--- config.mk ---
export PLATFORM = sky130hd
export DESIGN_NAME = vfv_ctrl
export DESIGN_NICKNAME = d
export VERILOG_FILES = /design/src/design/vfv_pkg.sv /design/src/design/vfv_ctrl.sv
export SDC_FILE = /design/constraint.sdc
export NUM_CORES = 1
export LEC_CHECK = 0
export CORE_AREA = 2 2 39 41
export DETAILED_ROUTE_END_ITERATION = 7
export DIE_AREA = 0 0 41 43
export DONT_BUFFER_PORTS = 1
export GPL_TIMING_DRIVEN = 0
export HOLD_SLACK_MARGIN = 0.08
export PLACE_DENSITY_LB_ADDON = 0.3
export SLEW_MARGIN = 40
export SYNTH_ARGS = -nofsm -noshare
export SYNTH_HDL_FRONTEND = slang
export SYNTH_SLANG_ARGS = --single-unit
--- constraint.sdc ---
create_clock -name i_clk -period 1.3 [get_ports i_clk]
set_input_delay 0.13 -clock i_clk [delete_from_list [all_inputs] [get_ports i_clk]]
set_output_delay 0.13 -clock i_clk [all_outputs]
set_load 0.03 [all_outputs]
--- src/design/vfv_pkg.sv ---
`default_nettype none

package vfv_pkg;

    localparam int REG_W     = 5;
    localparam int COORD_W   = 4;
    localparam int FACE_W    = 6;
    localparam int CFG_IDX_W = 2;
    localparam int STEP_W    = 3;

    localparam logic [REG_W-1:0] SIZE_RESET = 5'd16;

    localparam logic CMD_WRITE = 1'b0;
    localparam logic CMD_QUERY = 1'b1;

    localparam logic [CFG_IDX_W-1:0] CFG_SIZE_X = 2'd0;
    localparam logic [CFG_IDX_W-1:0] CFG_SIZE_Y = 2'd1;
    localparam logic [CFG_IDX_W-1:0] CFG_SIZE_Z = 2'd2;

    localparam logic [STEP_W-1:0] STEP_SELF = 3'd0;
    localparam logic [STEP_W-1:0] STEP_XP   = 3'd1;
    localparam logic [STEP_W-1:0] STEP_XM   = 3'd2;
    localparam logic [STEP_W-1:0] STEP_YP   = 3'd3;
    localparam logic [STEP_W-1:0] STEP_YM   = 3'd4;
    localparam logic [STEP_W-1:0] STEP_ZP   = 3'd5;
    localparam logic [STEP_W-1:0] STEP_ZM   = 3'd6;

    typedef struct packed {
        logic               cmd;
        logic [COORD_W-1:0] coord_x;
        logic [COORD_W-1:0] coord_y;
        logic [COORD_W-1:0] coord_z;
        logic               solid_in;
    } t_in_item;

    typedef struct packed {
        logic              solid_out;
        logic [FACE_W-1:0] face_mask;
        logic              out_of_range;
    } t_out_item;

    typedef enum logic [2:0] {
        S_CLEAR,
        S_IDLE,
        S_DECIDE,
        S_READ,
        S_DRAIN,
        S_DONE
    } t_state;

    typedef struct packed {
        logic clear_we;
        logic take_item;
        logic mem_we;
        logic rd_issue;
        logic load_out;
    } t_dp_cmd;

    typedef struct packed {
        logic clear_last;
        logic cmd_query;
        logic oor;
        logic read_last;
        logic out_free;
    } t_dp_stat;

endpackage

`default_nettype wire

--- src/design/vfv_ctrl.sv ---
`default_nettype none

module vfv_ctrl (
    input  wire                i_clk,
    input  wire                i_rst_n,
    input  wire                i_in_valid,
    input  vfv_pkg::t_dp_stat  i_stat,
    output vfv_pkg::t_dp_cmd   o_cmd,
    output logic               o_in_ready
);

    import vfv_pkg::*;

    t_state r_state;
    t_state n_state;

    always_ff @(posedge i_clk) begin
        if (!i_rst_n) begin
            r_state <= S_CLEAR;
        end else begin
            r_state <= n_state;
        end
    end

    always_comb begin
        n_state = r_state;
        unique case (r_state)
            S_CLEAR: begin
                if (i_stat.clear_last) begin
                    n_state = S_IDLE;
                end
            end
            S_IDLE: begin
                if (i_in_valid) begin
                    n_state = S_DECIDE;
                end
            end
            S_DECIDE: begin
                if (i_stat.cmd_query && !i_stat.oor) begin
                    n_state = S_READ;
                end else begin
                    n_state = S_DONE;
                end
            end
            S_READ: begin
                if (i_stat.read_last) begin
                    n_state = S_DRAIN;
                end
            end
            S_DRAIN: begin
                n_state = S_DONE;
            end
            S_DONE: begin
                if (i_stat.out_free) begin
                    n_state = S_IDLE;
                end
            end
            default: begin
                n_state = S_CLEAR;
            end
        endcase
    end

    always_comb begin
        o_cmd      = '0;
        o_in_ready = 1'b0;
        unique case (r_state)
            S_CLEAR: begin
                o_cmd.clear_we = 1'b1;
            end
            S_IDLE: begin
                o_in_ready      = 1'b1;
                o_cmd.take_item = i_in_valid;
            end
            S_DECIDE: begin
                o_cmd.mem_we = !i_stat.cmd_query && !i_stat.oor;
            end
            S_READ: begin
                o_cmd.rd_issue = 1'b1;
            end
            S_DRAIN: begin
                o_cmd = '0;
            end
            S_DONE: begin
                o_cmd.load_out = i_stat.out_free;
            end
            default: begin
                o_cmd = '0;
            end
        endcase
    end

endmodule

`default_nettype wire

==> impl_metrics.json <==
{
  "hold_viol": 0,
  "violations": "setup timing",
  "crit_path_end_kind": "output pin",
  "synth-seq-cells": 3,
  "htreeDepth": 1,
  "startpoint_type": "flop",
  "setup_tns_ns": -0.397,
  "detail_route.iter0.violations": 1,
  "tightest_slew_ns": 0.500,
  "gp_congestion": 0.628,
  "hold_depth": 2,
  "final_area_um2": 462,
  "r2r_cells": 4,
  "period_needed_ns": 1.46,
  "synthArstFlopShare": 0,
  "synth_top_area_cell": "dfxtp_1",
  "hold_class": "in -> reg",
  "die_w_um": 41,
  "cts_tree": "done",
  "syn_area_um2": 253,
  "synthTopCellsByArea": "dfxtp_1 24%, a21oi_1 5.9%, buf_4 5.9%",
  "rsz0062_at_grt": "yes",
  "yosysWarnings": 0,
  "avgRoutedWirePerCell_um": 12.1,
  "wl_um": 773,
  "layout.nets": 57,
  "ys.flop_type": "dfxtp_1",
  "grt_pass1_wl_um": 959,
  "clk_path_buf_depth": 2,
  "rrSetupSlack_ns": 0.09,
  "antenna_found_initial": 0,
  "ir_worst_vdd_mv": 0.291,
  "drtAntennaViolNets": 0,
  "maxCapViolations": 0,
  "root_buffer": "clkbuf_4",
  "crit_fanout": 2,
  "io_pins": 14,
  "netlist_instances": 32,
  "synth_nets": 40,
  "worstSetupPathType": "reg -> out",
  "cts_buffers": 3,
  "status": "finished with violations",
  "ys_types": 22,
  "overflow": 0,
  "die-height_um": 43,
  "clk-insertion-delay-late_ns": 0.23,
  "setup_ws_ns": -0.156,
  "dpl-instance-area_um2": 293,
  "first_pass_iters": 3,
  "dieArea_mm2": 0.00176,
  "port_buffers": 0,
  "dr_total_vias": 294,
  "top_regs": "r_state: 3 flops",
  "final.setup_skew_ns": 0.00259,
  "setup-violations-final": 5,
  "synth.top_cells.by_count": "3 x a21oi_1, 3 x dfxtp_1",
  "leakage_uw": 0.000199,
  "slew_headroom": 0.664,
  "syn_avg_cell_area_um2": 7.90,
  "initial_utilization": 0.183,
  "grt_max_degree": 11,
  "clkTransAtPathRegs_ns": 0.04,
  "min_period_over_period": 1.12,
  "vias_per_cell": 4.59,
  "area_growth_pct": 82.7,
  "synth-edff-count": 0,
  "regMostFlops": "r_state",
  "first_global_vias": 271,
  "drive_above_1_share": 0.521,
  "rows": 14,
  "placeableCoreArea_mm2": 0.00138,
  "drc": 0,
  "dpl.hpwl_um": 466,
  "synth_seq_area_share": 0.238,
  "diodes": 0,
  "largest_reg_flops": 3,
  "drv_slew": 0,
  "grt.total_usage": 0.0809,
  "worstPathArrival_ns": 1.33,
  "clock.fmax_mhz": 687,
  "synth.top_cell.area_share": 0.238,
  "crit_required_ns": 1.17,
  "cts_sinks": 3,
  "power.density_mw_per_mm2": 966
}
==> cell families after synthesis <==
logic type / share of synthesized area
AND/OR/NAND/NOR: 0.535
AO/OA/AOI/OAI: 0.148
flip-flops: 0.238
buffers and inverters: 0.0792
==> final timing paths <==
check	startpoint	to
max	r_state[1]	o_cmd[3]
min	i_in_valid	r_state[0]
max reg2reg	r_state[1]	r_state[0]
min reg2reg	r_state[0]	r_state[2]
==> where the power goes <==
part	leakage (uW)	total [uW]	switching [uW]	internal [uW]
Combinational	0.000158	174	84.3	89.4
Sequential	0.0000261	107	6.39	101
Clock	0.0000150	165	49.8	115
==> critical path: stages, from the launching register on <==
cell and delay (ns):
dfxtp_4 0.34, buf_6 0.11, nor3b_4 0.37, and2_4 0.27
==> cells in the final DEF, fill, tap and decap left out, types with 2 or more instances in the layout <==
cell,Yosys,final
clkbuf_4,0,3
a21oi_1,3,3
dfxtp_2,0,2
buf_6,0,6
dlygate4sd3_1,0,2
nor2_1,2,2
nand2b_1,2,2
nor2b_1,2,2
nand3b_1,2,2
buf_4,2,7
==> metrics by stage <==
step	worst slack [ns]	hold slack [ns]	cells	util	power [uW]
after global routing	-0.202	0.125	64	0.334	470
after global placement	-0.0570	0.266	48	0.208	215
final	-0.156	0.111	64	0.334	446
after floorplan	0.00784	0.248	32	-	202
after detailed placement	-0.0666	0.268	48	0.212	218
after CTS	-0.192	0.101	57	0.282	418
==> timing repair <==
action	4_1_cts	5_1_grt
hold endpoints to repair	3	0
endpoints found under the setup margin	5	4
hold buffers	2	0
resized for setup	9	5
buffers inserted	3	7
pin swaps	2	4
==> metal layers <==
metal	wire [um]	track usage	vias to the layer above	part of all wire
li1	-	-	152	-
met1	296	0.0696	133	0.38
met2	418	0.147	9	0.54
met3	57	0.0157	0	0.074
met4	0	0.0600	0	0
met5	0	0	-	0
==> area by class of cell <==
class                   count  area (um2)
multi-input cells          26         209
flip-flops and latches      3        66.3
repair buffers             12         106
clock buffers               4        26.3
fillers                   147         922
plain buffers               3        33.8
well taps                  16        20.0
No activity file was read; power rests on OpenSTA's default activity.
