`config.mk`:
```
export PLATFORM = sky130hd
export DESIGN_NAME = vfv_dp
export DESIGN_NICKNAME = d
export VERILOG_FILES = /design/src/design/vfv_pkg.sv /design/src/design/vfv_dp.sv
export SDC_FILE = /design/constraint.sdc
export NUM_CORES = 1
export LEC_CHECK = 0
export BUFFER_PORTS_ARGS = -buffer_cell sky130_fd_sc_hd__buf_2
export CORE_UTILIZATION = 45
export DETAILED_ROUTE_END_ITERATION = 10
export GPL_ROUTABILITY_DRIVEN = 0
export PLACE_DENSITY = 0.67
export SYNTH_ARGS = -nofsm -noshare
export SYNTH_HDL_FRONTEND = slang
export SYNTH_SLANG_ARGS = --single-unit
```
`constraint.sdc`:
```
create_clock -name i_clk -period 3 [get_ports i_clk]
set_input_delay 0.75 -clock i_clk [delete_from_list [all_inputs] [get_ports i_clk]]
set_output_delay 0.75 -clock i_clk [all_outputs]
set_load 0.005 [all_outputs]
```
`src/design/vfv_pkg.sv`:
```
`default_nettype none

package vfv_pkg;

    localparam int REG_W     = 5;
    localparam int COORD_W   = 4;
    localparam int FACE_W    = 6;
    localparam int CFG_IDX_W = 2;
    localparam int STEP_W    = 3;

    localparam logic [REG_W-1:0] SIZE_RESET = 5'd16;

    localparam logic CMD_WRITE = 1'b0;
    localparam logic CMD_QUERY = 1'b1;

    localparam logic [CFG_IDX_W-1:0] CFG_SIZE_X = 2'd0;
    localparam logic [CFG_IDX_W-1:0] CFG_SIZE_Y = 2'd1;
    localparam logic [CFG_IDX_W-1:0] CFG_SIZE_Z = 2'd2;

    localparam logic [STEP_W-1:0] STEP_SELF = 3'd0;
    localparam logic [STEP_W-1:0] STEP_XP   = 3'd1;
    localparam logic [STEP_W-1:0] STEP_XM   = 3'd2;
    localparam logic [STEP_W-1:0] STEP_YP   = 3'd3;
    localparam logic [STEP_W-1:0] STEP_YM   = 3'd4;
    localparam logic [STEP_W-1:0] STEP_ZP   = 3'd5;
    localparam logic [STEP_W-1:0] STEP_ZM   = 3'd6;

    typedef struct packed {
        logic               cmd;
        logic [COORD_W-1:0] coord_x;
        logic [COORD_W-1:0] coord_y;
        logic [COORD_W-1:0] coord_z;
        logic               solid_in;
    } t_in_item;

    typedef struct packed {
        logic              solid_out;
        logic [FACE_W-1:0] face_mask;
        logic              out_of_range;
    } t_out_item;

    typedef enum logic [2:0] {
        S_CLEAR,
        S_IDLE,
        S_DECIDE,
        S_READ,
        S_DRAIN,
        S_DONE
    } t_state;

    typedef struct packed {
        logic clear_we;
        logic take_item;
        logic mem_we;
        logic rd_issue;
        logic load_out;
    } t_dp_cmd;

    typedef struct packed {
        logic clear_last;
        logic cmd_query;
        logic oor;
        logic read_last;
        logic out_free;
    } t_dp_stat;

endpackage

`default_nettype wire

```
`src/design/vfv_dp.sv`:
```
`default_nettype none

module vfv_dp #(
    parameter int MAX_X = 16,
    parameter int MAX_Y = 16,
    parameter int MAX_Z = 16,
    parameter int AW    = 12
) (
    input  wire                                   i_clk,
    input  wire                                   i_rst_n,
    input  vfv_pkg::t_dp_cmd                      i_cmd,
    output vfv_pkg::t_dp_stat                     o_stat,
    input  vfv_pkg::t_in_item                     i_in_item,
    output logic                                  o_out_valid,
    input  wire                                   i_out_ready,
    output vfv_pkg::t_out_item                    o_out_item,
    input  wire                                   i_cfg_valid,
    input  wire [vfv_pkg::CFG_IDX_W-1:0]          i_cfg_index,
    input  wire [vfv_pkg::REG_W-1:0]              i_cfg_data,
    output logic                                  o_mem_we,
    output logic [AW-1:0]                         o_mem_waddr,
    output logic                                  o_mem_wdata,
    output logic [AW-1:0]                         o_mem_raddr,
    input  wire                                   i_mem_rdata
);

    import vfv_pkg::*;

    localparam int AX = $clog2(MAX_X);
    localparam int AY = $clog2(MAX_Y);
    localparam int AZ = $clog2(MAX_Z);

    function automatic logic at_or_beyond(input logic [REG_W-1:0] v,
                                          input logic [REG_W-1:0] r,
                                          input int cap);
        logic res;
        if (int'(r) > cap) begin
            res = int'(v) >= cap;
        end else begin
            res = v >= r;
        end
        return res;
    endfunction

    logic [REG_W-1:0]  r_size_x;
    logic [REG_W-1:0]  r_size_y;
    logic [REG_W-1:0]  r_size_z;
    t_in_item          r_item;
    logic [AW-1:0]     r_clr_addr;
    logic [STEP_W-1:0] r_step;
    logic [STEP_W-1:0] r_rd_step;
    logic              r_rd_pend;
    logic              r_self;
    logic [FACE_W-1:0] r_nb;
    logic              r_out_valid;
    t_out_item         r_out;

    logic [REG_W-1:0]   w_x;
    logic [REG_W-1:0]   w_y;
    logic [REG_W-1:0]   w_z;
    logic               w_oor;
    logic [FACE_W-1:0]  w_edge;
    logic [COORD_W-1:0] w_nx;
    logic [COORD_W-1:0] w_ny;
    logic [COORD_W-1:0] w_nz;
    t_out_item          w_res;

    assign w_x = {1'b0, r_item.coord_x};
    assign w_y = {1'b0, r_item.coord_y};
    assign w_z = {1'b0, r_item.coord_z};

    assign w_oor = at_or_beyond(w_x, r_size_x, MAX_X)
                || at_or_beyond(w_y, r_size_y, MAX_Y)
                || at_or_beyond(w_z, r_size_z, MAX_Z);

    assign w_edge[0] = at_or_beyond(w_x + 5'd1, r_size_x, MAX_X);
    assign w_edge[1] = (w_x == '0);
    assign w_edge[2] = at_or_beyond(w_y + 5'd1, r_size_y, MAX_Y);
    assign w_edge[3] = (w_y == '0);
    assign w_edge[4] = at_or_beyond(w_z + 5'd1, r_size_z, MAX_Z);
    assign w_edge[5] = (w_z == '0);

    always_ff @(posedge i_clk) begin
        if (!i_rst_n) begin
            r_size_x <= SIZE_RESET;
            r_size_y <= SIZE_RESET;
            r_size_z <= SIZE_RESET;
        end else if (i_cfg_valid) begin
            unique case (i_cfg_index)
                CFG_SIZE_X: r_size_x <= i_cfg_data;
                CFG_SIZE_Y: r_size_y <= i_cfg_data;
                CFG_SIZE_Z: r_size_z <= i_cfg_data;
                default: begin
                end
            endcase
        end
    end

    always_ff @(posedge i_clk) begin
        if (i_cmd.take_item) begin
            r_item <= i_in_item;
        end
    end

    always_ff @(posedge i_clk) begin
        if (!i_rst_n) begin
            r_clr_addr <= '0;
        end else if (i_cmd.clear_we) begin
            r_clr_addr <= r_clr_addr + 1'b1;
        end
    end

    always_ff @(posedge i_clk) begin
        if (!i_rst_n) begin
            r_step    <= STEP_SELF;
            r_rd_pend <= 1'b0;
            r_rd_step <= STEP_SELF;
        end else begin
            if (i_cmd.take_item) begin
                r_step <= STEP_SELF;
            end else if (i_cmd.rd_issue) begin
                r_step <= r_step + 1'b1;
            end
            r_rd_pend <= i_cmd.rd_issue;
            r_rd_step <= r_step;
        end
    end

    always_ff @(posedge i_clk) begin
        if (r_rd_pend) begin
            unique case (r_rd_step)
                STEP_SELF: r_self  <= i_mem_rdata;
                STEP_XP:   r_nb[0] <= i_mem_rdata;
                STEP_XM:   r_nb[1] <= i_mem_rdata;
                STEP_YP:   r_nb[2] <= i_mem_rdata;
                STEP_YM:   r_nb[3] <= i_mem_rdata;
                STEP_ZP:   r_nb[4] <= i_mem_rdata;
                STEP_ZM:   r_nb[5] <= i_mem_rdata;
                default: begin
                end
            endcase
        end
    end

    always_comb begin
        w_nx = r_item.coord_x;
        w_ny = r_item.coord_y;
        w_nz = r_item.coord_z;
        unique case (r_step)
            STEP_XP: w_nx = r_item.coord_x + 1'b1;
            STEP_XM: w_nx = r_item.coord_x - 1'b1;
            STEP_YP: w_ny = r_item.coord_y + 1'b1;
            STEP_YM: w_ny = r_item.coord_y - 1'b1;
            STEP_ZP: w_nz = r_item.coord_z + 1'b1;
            STEP_ZM: w_nz = r_item.coord_z - 1'b1;
            default: begin
            end
        endcase
    end

    assign o_mem_raddr = {AZ'(w_nz), AY'(w_ny), AX'(w_nx)};
    assign o_mem_we    = i_cmd.clear_we || i_cmd.mem_we;
    assign o_mem_waddr = i_cmd.clear_we ? r_clr_addr
                       : {AZ'(r_item.coord_z), AY'(r_item.coord_y), AX'(r_item.coord_x)};
    assign o_mem_wdata = i_cmd.clear_we ? 1'b0 : r_item.solid_in;

    always_comb begin
        w_res = '0;
        if (r_item.cmd == CMD_WRITE) begin
            w_res.solid_out    = r_item.solid_in;
            w_res.out_of_range = w_oor;
        end else if (w_oor) begin
            w_res.out_of_range = 1'b1;
        end else begin
            w_res.solid_out = r_self;
            w_res.face_mask = w_edge | ~r_nb;
        end
    end

    always_ff @(posedge i_clk) begin
        if (!i_rst_n) begin
            r_out_valid <= 1'b0;
        end else if (i_cmd.load_out) begin
            r_out_valid <= 1'b1;
        end else if (i_out_ready) begin
            r_out_valid <= 1'b0;
        end
    end

    always_ff @(posedge i_clk) begin
        if (i_cmd.load_out) begin
            r_out <= w_res;
        end
    end

    assign o_out_valid = r_out_valid;
    assign o_out_item  = r_out;

    assign o_stat.clear_last = &r_clr_addr;
    assign o_stat.cmd_query  = (r_item.cmd == CMD_QUERY);
    assign o_stat.oor        = w_oor;
    assign o_stat.read_last  = (r_step == STEP_ZM);
    assign o_stat.out_free   = !r_out_valid || i_out_ready;

endmodule

`default_nettype wire

```
==> results.txt <==
The run finished with clean final reports. Number of buffers added by the clock tree synthesis step: 9. Summing over every cut layer, the via total after detailed routing is 3002. At the pin with the least slew margin, the transition time is 0.599 ns. The number of antenna-violating nets in the routed design was 0. For this run, the total global-route usage over all layers was measured as 21.0%. The number of antenna repair diodes is 0. The flop and latch count out of synthesis was 64. Startpoint type of the worst setup path: a flip-flop.

The post-route clock period utilization is 98.2%. The logs give 0.339 GHz for the top achievable clock speed and 59.7% for the max-slew headroom at the worst pin. Clock tree synthesis selected as its root buffer the cell sky130_fd_sc_hd__clkbuf_8. At the end of the flow the core is filled with cells to 56.8%. The average routed wire per standard cell was 15.0 µm. The tools report the internal power consumption as 1.59 mW. The critical path is of the flip-flop to primary output type. The run gives 2 as the maximum clock insertion buffer count. Setup slack on the worst reg-to-reg path comes out at 0.78 ns.

The via count normalized by instance count works out to 5.19. The later pin in the worst-skew pair is clocked with a latency of 0.35 ns. Of the total synthesized cell area, the portion taken by full adders, half adders and majority gates is 15.9%. Net switching is 26.9% of the power. The run gives 16.0% as the proportion of power drawn by combinational gates. The logs give 0.00889 mm² for the area of the die and 0 for the count of final hold-check violations.

Once the floorplan was initialized, standard cells occupied 46.7% of the core. The number of placed instances, taps included, is 555. Summing the areas of all compound-gate instances in the mapped netlist gives 9.53% of the synthesized area. In the routed design, unresolved DRC markers number 0.

After Yosys synthesis, and, or, nand and nor cells account for 18.2% of the synthesized area. Maximum clock skew at final layout: 0.0115 ns. The path with the worst hold slack has its endpoint at o_out_valid. The number of global-route vias before repair is 2909.

A synthesized cell averages 10.0 µm². The areal power density over the cells is 465 mW/mm². The kind of end point of the critical path is a primary output. The proportion of synthesized area in mux cells was 4.90%. The height of the chip is 94.3 µm, and the first-pass detailed-route iteration total is 4. The run gives 2.07 nW as the cell leakage power. Setup repair after global routing could not meet its margin everywhere. Registers are responsible for 45.6% of the overall power. The total core area is 0.00822 mm². Startpoint of the worst register-to-register path: r_item[8].

For this design, the sink count on the clock tree is 64. Adding up every negative setup slack in the final design gives 0 ns. The run gives 0 as the number of slew-limit violations in the final report. The number of I/O port buffers came out at 70.

In this run the horizontal extent of the chip is 94.3 µm. Global routing finished with a remaining overflow of 0. The most common library cell in the layout ignoring fill and taps is sky130_fd_sc_hd__buf_2. The number of antenna violations at the first check in global routing came out at 0.

The tools report the count of distinct cell types in the synthesized netlist as 41. The estimated wirelength of the detail-placed design was 6490 µm; the hold path depth was 2. TritonCTS built the clock tree. The fraction of final layout cells sized beyond drive strength 1 is 27.3%, and the number of nets in the layout is 546.

The worst register-to-register path has a depth of 7. The critical-path maximum fanout was 5. Entering global routing, the biggest net connects 34 pins.

The Yosys step of the flow raised 0 warnings. After synthesis, the largest family of logic cells by area is simple AND/OR/NAND/NOR gates. The routed design could run at a clock period as short as 2.95 ns. Row generation in the floorplan step produced 33 rows. Summed over all nets, the switching power comes to 0.584 mW.

The total of endpoints with negative setup slack in the final report is 0, and the portion of the post-synthesis area used by sequential elements is 41.0%. In the layout the commonest cells are 70 x sky130_fd_sc_hd__buf_2, 41 x sky130_fd_sc_hd__ha_1, 34 x sky130_fd_sc_hd__nand2_1. The post-synthesis to final-layout area growth was 21.8%. Excluding fillers, the count of instances in the completed layout stands at 578.

Of the total synthesized cell area, the portion taken by XOR and XNOR cells is 6.40%. VDD sags by at most 0.320 mV. The tools report the hold path startpoint as o_out_valid.

Data on the critical path arrives at its endpoint at 2.20 ns. For the overall power of the completed layout, the log shows 2.17 mW. The type of the tightest min-delay check is flip-flop to flip-flop.

Max-cap violations in this run came to 0. The worst register-to-register path ends at o_out_item[1]. For the cell area after technology mapping, the log shows 0.00383 mm². For the number of instances in the synthesized netlist, the log shows 382. The tools report the top-level port count as 71. The number of violations reported at the end of detailed-routing iteration 0 was 89. At the worst endpoint, the required time is 2.25 ns. The net count after synthesis came out at 460. The run gives 3 as the number of levels in the clock H-tree. The clock-pin slew reported for the worst setup and hold paths after clock tree synthesis was 0.08 ns. After detailed routing, the total wire length is 8650 µm. The run gives 14000 µm as the global-route wire length before repair.

The clock network is responsible for 38.5% of the overall power.
Yosys cell counts:
| cell type | instances | area (µm²) |
|---|---|---|
| sky130_fd_sc_hd__o211ai_1 | 4 | 30.0 |
| sky130_fd_sc_hd__nor3b_1 | 1 | 7.51 |
| sky130_fd_sc_hd__ha_1 | 44 | 551 |
| sky130_fd_sc_hd__mux2_2 | 6 | 67.6 |
| sky130_fd_sc_hd__and4b_2 | 1 | 11.3 |
| sky130_fd_sc_hd__xnor2_1 | 17 | 149 |
| sky130_fd_sc_hd__a211oi_1 | 3 | 22.5 |
| sky130_fd_sc_hd__fa_1 | 3 | 60.1 |
| sky130_fd_sc_hd__a311oi_2 | 4 | 60.1 |
| sky130_fd_sc_hd__or2_2 | 1 | 6.26 |
| sky130_fd_sc_hd__a21oi_1 | 16 | 80.1 |
| sky130_fd_sc_hd__buf_4 | 2 | 15.0 |
| sky130_fd_sc_hd__clkbuf_1 | 6 | 22.5 |
| sky130_fd_sc_hd__nor3_1 | 6 | 30.0 |
| sky130_fd_sc_hd__and3_1 | 5 | 31.3 |
| sky130_fd_sc_hd__buf_1 | 1 | 3.75 |
| sky130_fd_sc_hd__o21bai_1 | 1 | 7.51 |
| sky130_fd_sc_hd__inv_2 | 1 | 3.75 |
| sky130_fd_sc_hd__and4_1 | 2 | 17.5 |
| sky130_fd_sc_hd__and2_1 | 15 | 93.8 |
| sky130_fd_sc_hd__inv_1 | 29 | 109 |
| sky130_fd_sc_hd__nor2b_1 | 21 | 131 |
| sky130_fd_sc_hd__a221o_1 | 1 | 10.0 |
| sky130_fd_sc_hd__mux2i_1 | 12 | 120 |
| sky130_fd_sc_hd__a21o_1 | 2 | 15.0 |
| sky130_fd_sc_hd__a21boi_0 | 1 | 7.51 |
| sky130_fd_sc_hd__nor2_1 | 17 | 63.8 |
| sky130_fd_sc_hd__nand2_1 | 35 | 131 |
| sky130_fd_sc_hd__o21ai_0 | 20 | 100 |
| sky130_fd_sc_hd__edfxtp_1 | 29 | 871 |
| sky130_fd_sc_hd__nand2b_1 | 7 | 43.8 |
| sky130_fd_sc_hd__a31oi_1 | 1 | 6.26 |
| sky130_fd_sc_hd__nand4_1 | 5 | 31.3 |
| sky130_fd_sc_hd__nand3_1 | 9 | 45.0 |
| sky130_fd_sc_hd__and2_0 | 1 | 6.26 |
| sky130_fd_sc_hd__xor2_1 | 11 | 96.3 |
| sky130_fd_sc_hd__nor3b_2 | 1 | 12.5 |
| sky130_fd_sc_hd__nand4_4 | 1 | 21.3 |
| sky130_fd_sc_hd__nand3b_1 | 2 | 15.0 |
| sky130_fd_sc_hd__o41ai_1 | 3 | 26.3 |
| sky130_fd_sc_hd__dfxtp_1 | 35 | 701 |
how the worst max path moves through the flow:
| stage | startpoint | to | depth (start not counted) |
|---|---|---|---|
| after floorplan | r_step[0] | o_mem_raddr[3] | 10 |
| after global placement | r_step[0] | o_mem_raddr[3] | 11 |
| after detailed placement | r_step[0] | o_mem_raddr[3] | 11 |
| after CTS | r_step[0] | o_mem_raddr[3] | 11 |
| after global routing | r_step[1] | o_mem_raddr[7] | 11 |
| final | r_step[0] | o_mem_raddr[3] | 11 |
cells by family after synthesis:
| logic type | Yosys count |
|---|---|
| AO/OA/AOI/OAI | 56 |
| XOR/XNOR | 28 |
| adder cells (fa/ha/maj) | 47 |
| buffers and inverters | 39 |
| flip-flops | 64 |
| multiplexers | 18 |
| AND/OR/NAND/NOR | 130 |
per-layer routing:
metal / wire (µm) / share of wire [%] / GRT usage, % / vias up
met4: 98 / 1.1 / 7.18 / 0
met2: 4140 / 48 / 34.5 / 81
met5: 0 / 0 / 0 / -
met3: 497 / 5.7 / 5.02 / 9
met1: 3910 / 45 / 27.1 / 1409
li1: - / - / - / 1503
metrics by stage:
stage / worst slack, ns / hold slack (ns) / cell area [µm²]
CTS: -0.00816 / 0.513 / 4570
finish: 0.0533 / 0.510 / 4670
detailed placement: 0.155 / 0.502 / 4330
global placement: 0.228 / 0.483 / 4330
global route: -0.0339 / 0.547 / 4670
floorplan: 0.425 / 0.499 / 3830
area by class of cell:
class                      count  area [µm²]
fill                         758        3550
multi-input combinational    279        2170
sequential                    64        1580
timing repair buffer          84         455
tap                          105         131
clock buffer                   9         124
inverter                      30         113
clock inverter                 7        96.3
registers in the layout (all words and copies together), names as in the netlist, 3 cells and up:
| register | flops |
|---|---|
| o_out_item | 8 |
| r_clr_addr | 12 |
| r_item | 13 |
| r_nb | 6 |
| r_rd_step | 3 |
| r_size_x | 5 |
| r_size_y | 5 |
| r_size_z | 5 |
| r_step | 3 |
worst max-delay path: stages (launching register included):
cell                       delay (ns)
sky130_fd_sc_hd__dfxtp_2         0.35
sky130_fd_sc_hd__inv_2           0.06
sky130_fd_sc_hd__ha_4            0.18
sky130_fd_sc_hd__nand2b_4        0.07
sky130_fd_sc_hd__inv_1           0.05
sky130_fd_sc_hd__ha_1            0.27
sky130_fd_sc_hd__a21o_1          0.17
sky130_fd_sc_hd__a21oi_2         0.13
sky130_fd_sc_hd__mux2i_1         0.19
sky130_fd_sc_hd__nor2_1          0.07
sky130_fd_sc_hd__xor2_1          0.18
sky130_fd_sc_hd__buf_2           0.14
repair_timing:
action	4_1_cts	5_1_grt
resized for setup	8	11
pin swaps	0	5
cloned	0	0
endpoints found under the setup margin	3	4
setup buffers	1	6
hold buffers	0	0
power by group through the flow:
stage	registers (mW)	logic, mW	clock network [mW]
floorplan	1.01	0.196	0
global placement	1.01	0.319	0
detailed placement	1.01	0.330	0
CTS	0.989	0.337	0.842
global route	0.995	0.395	0.887
finish	0.989	0.347	0.835
No activity file was read; power rests on OpenSTA's default activity.
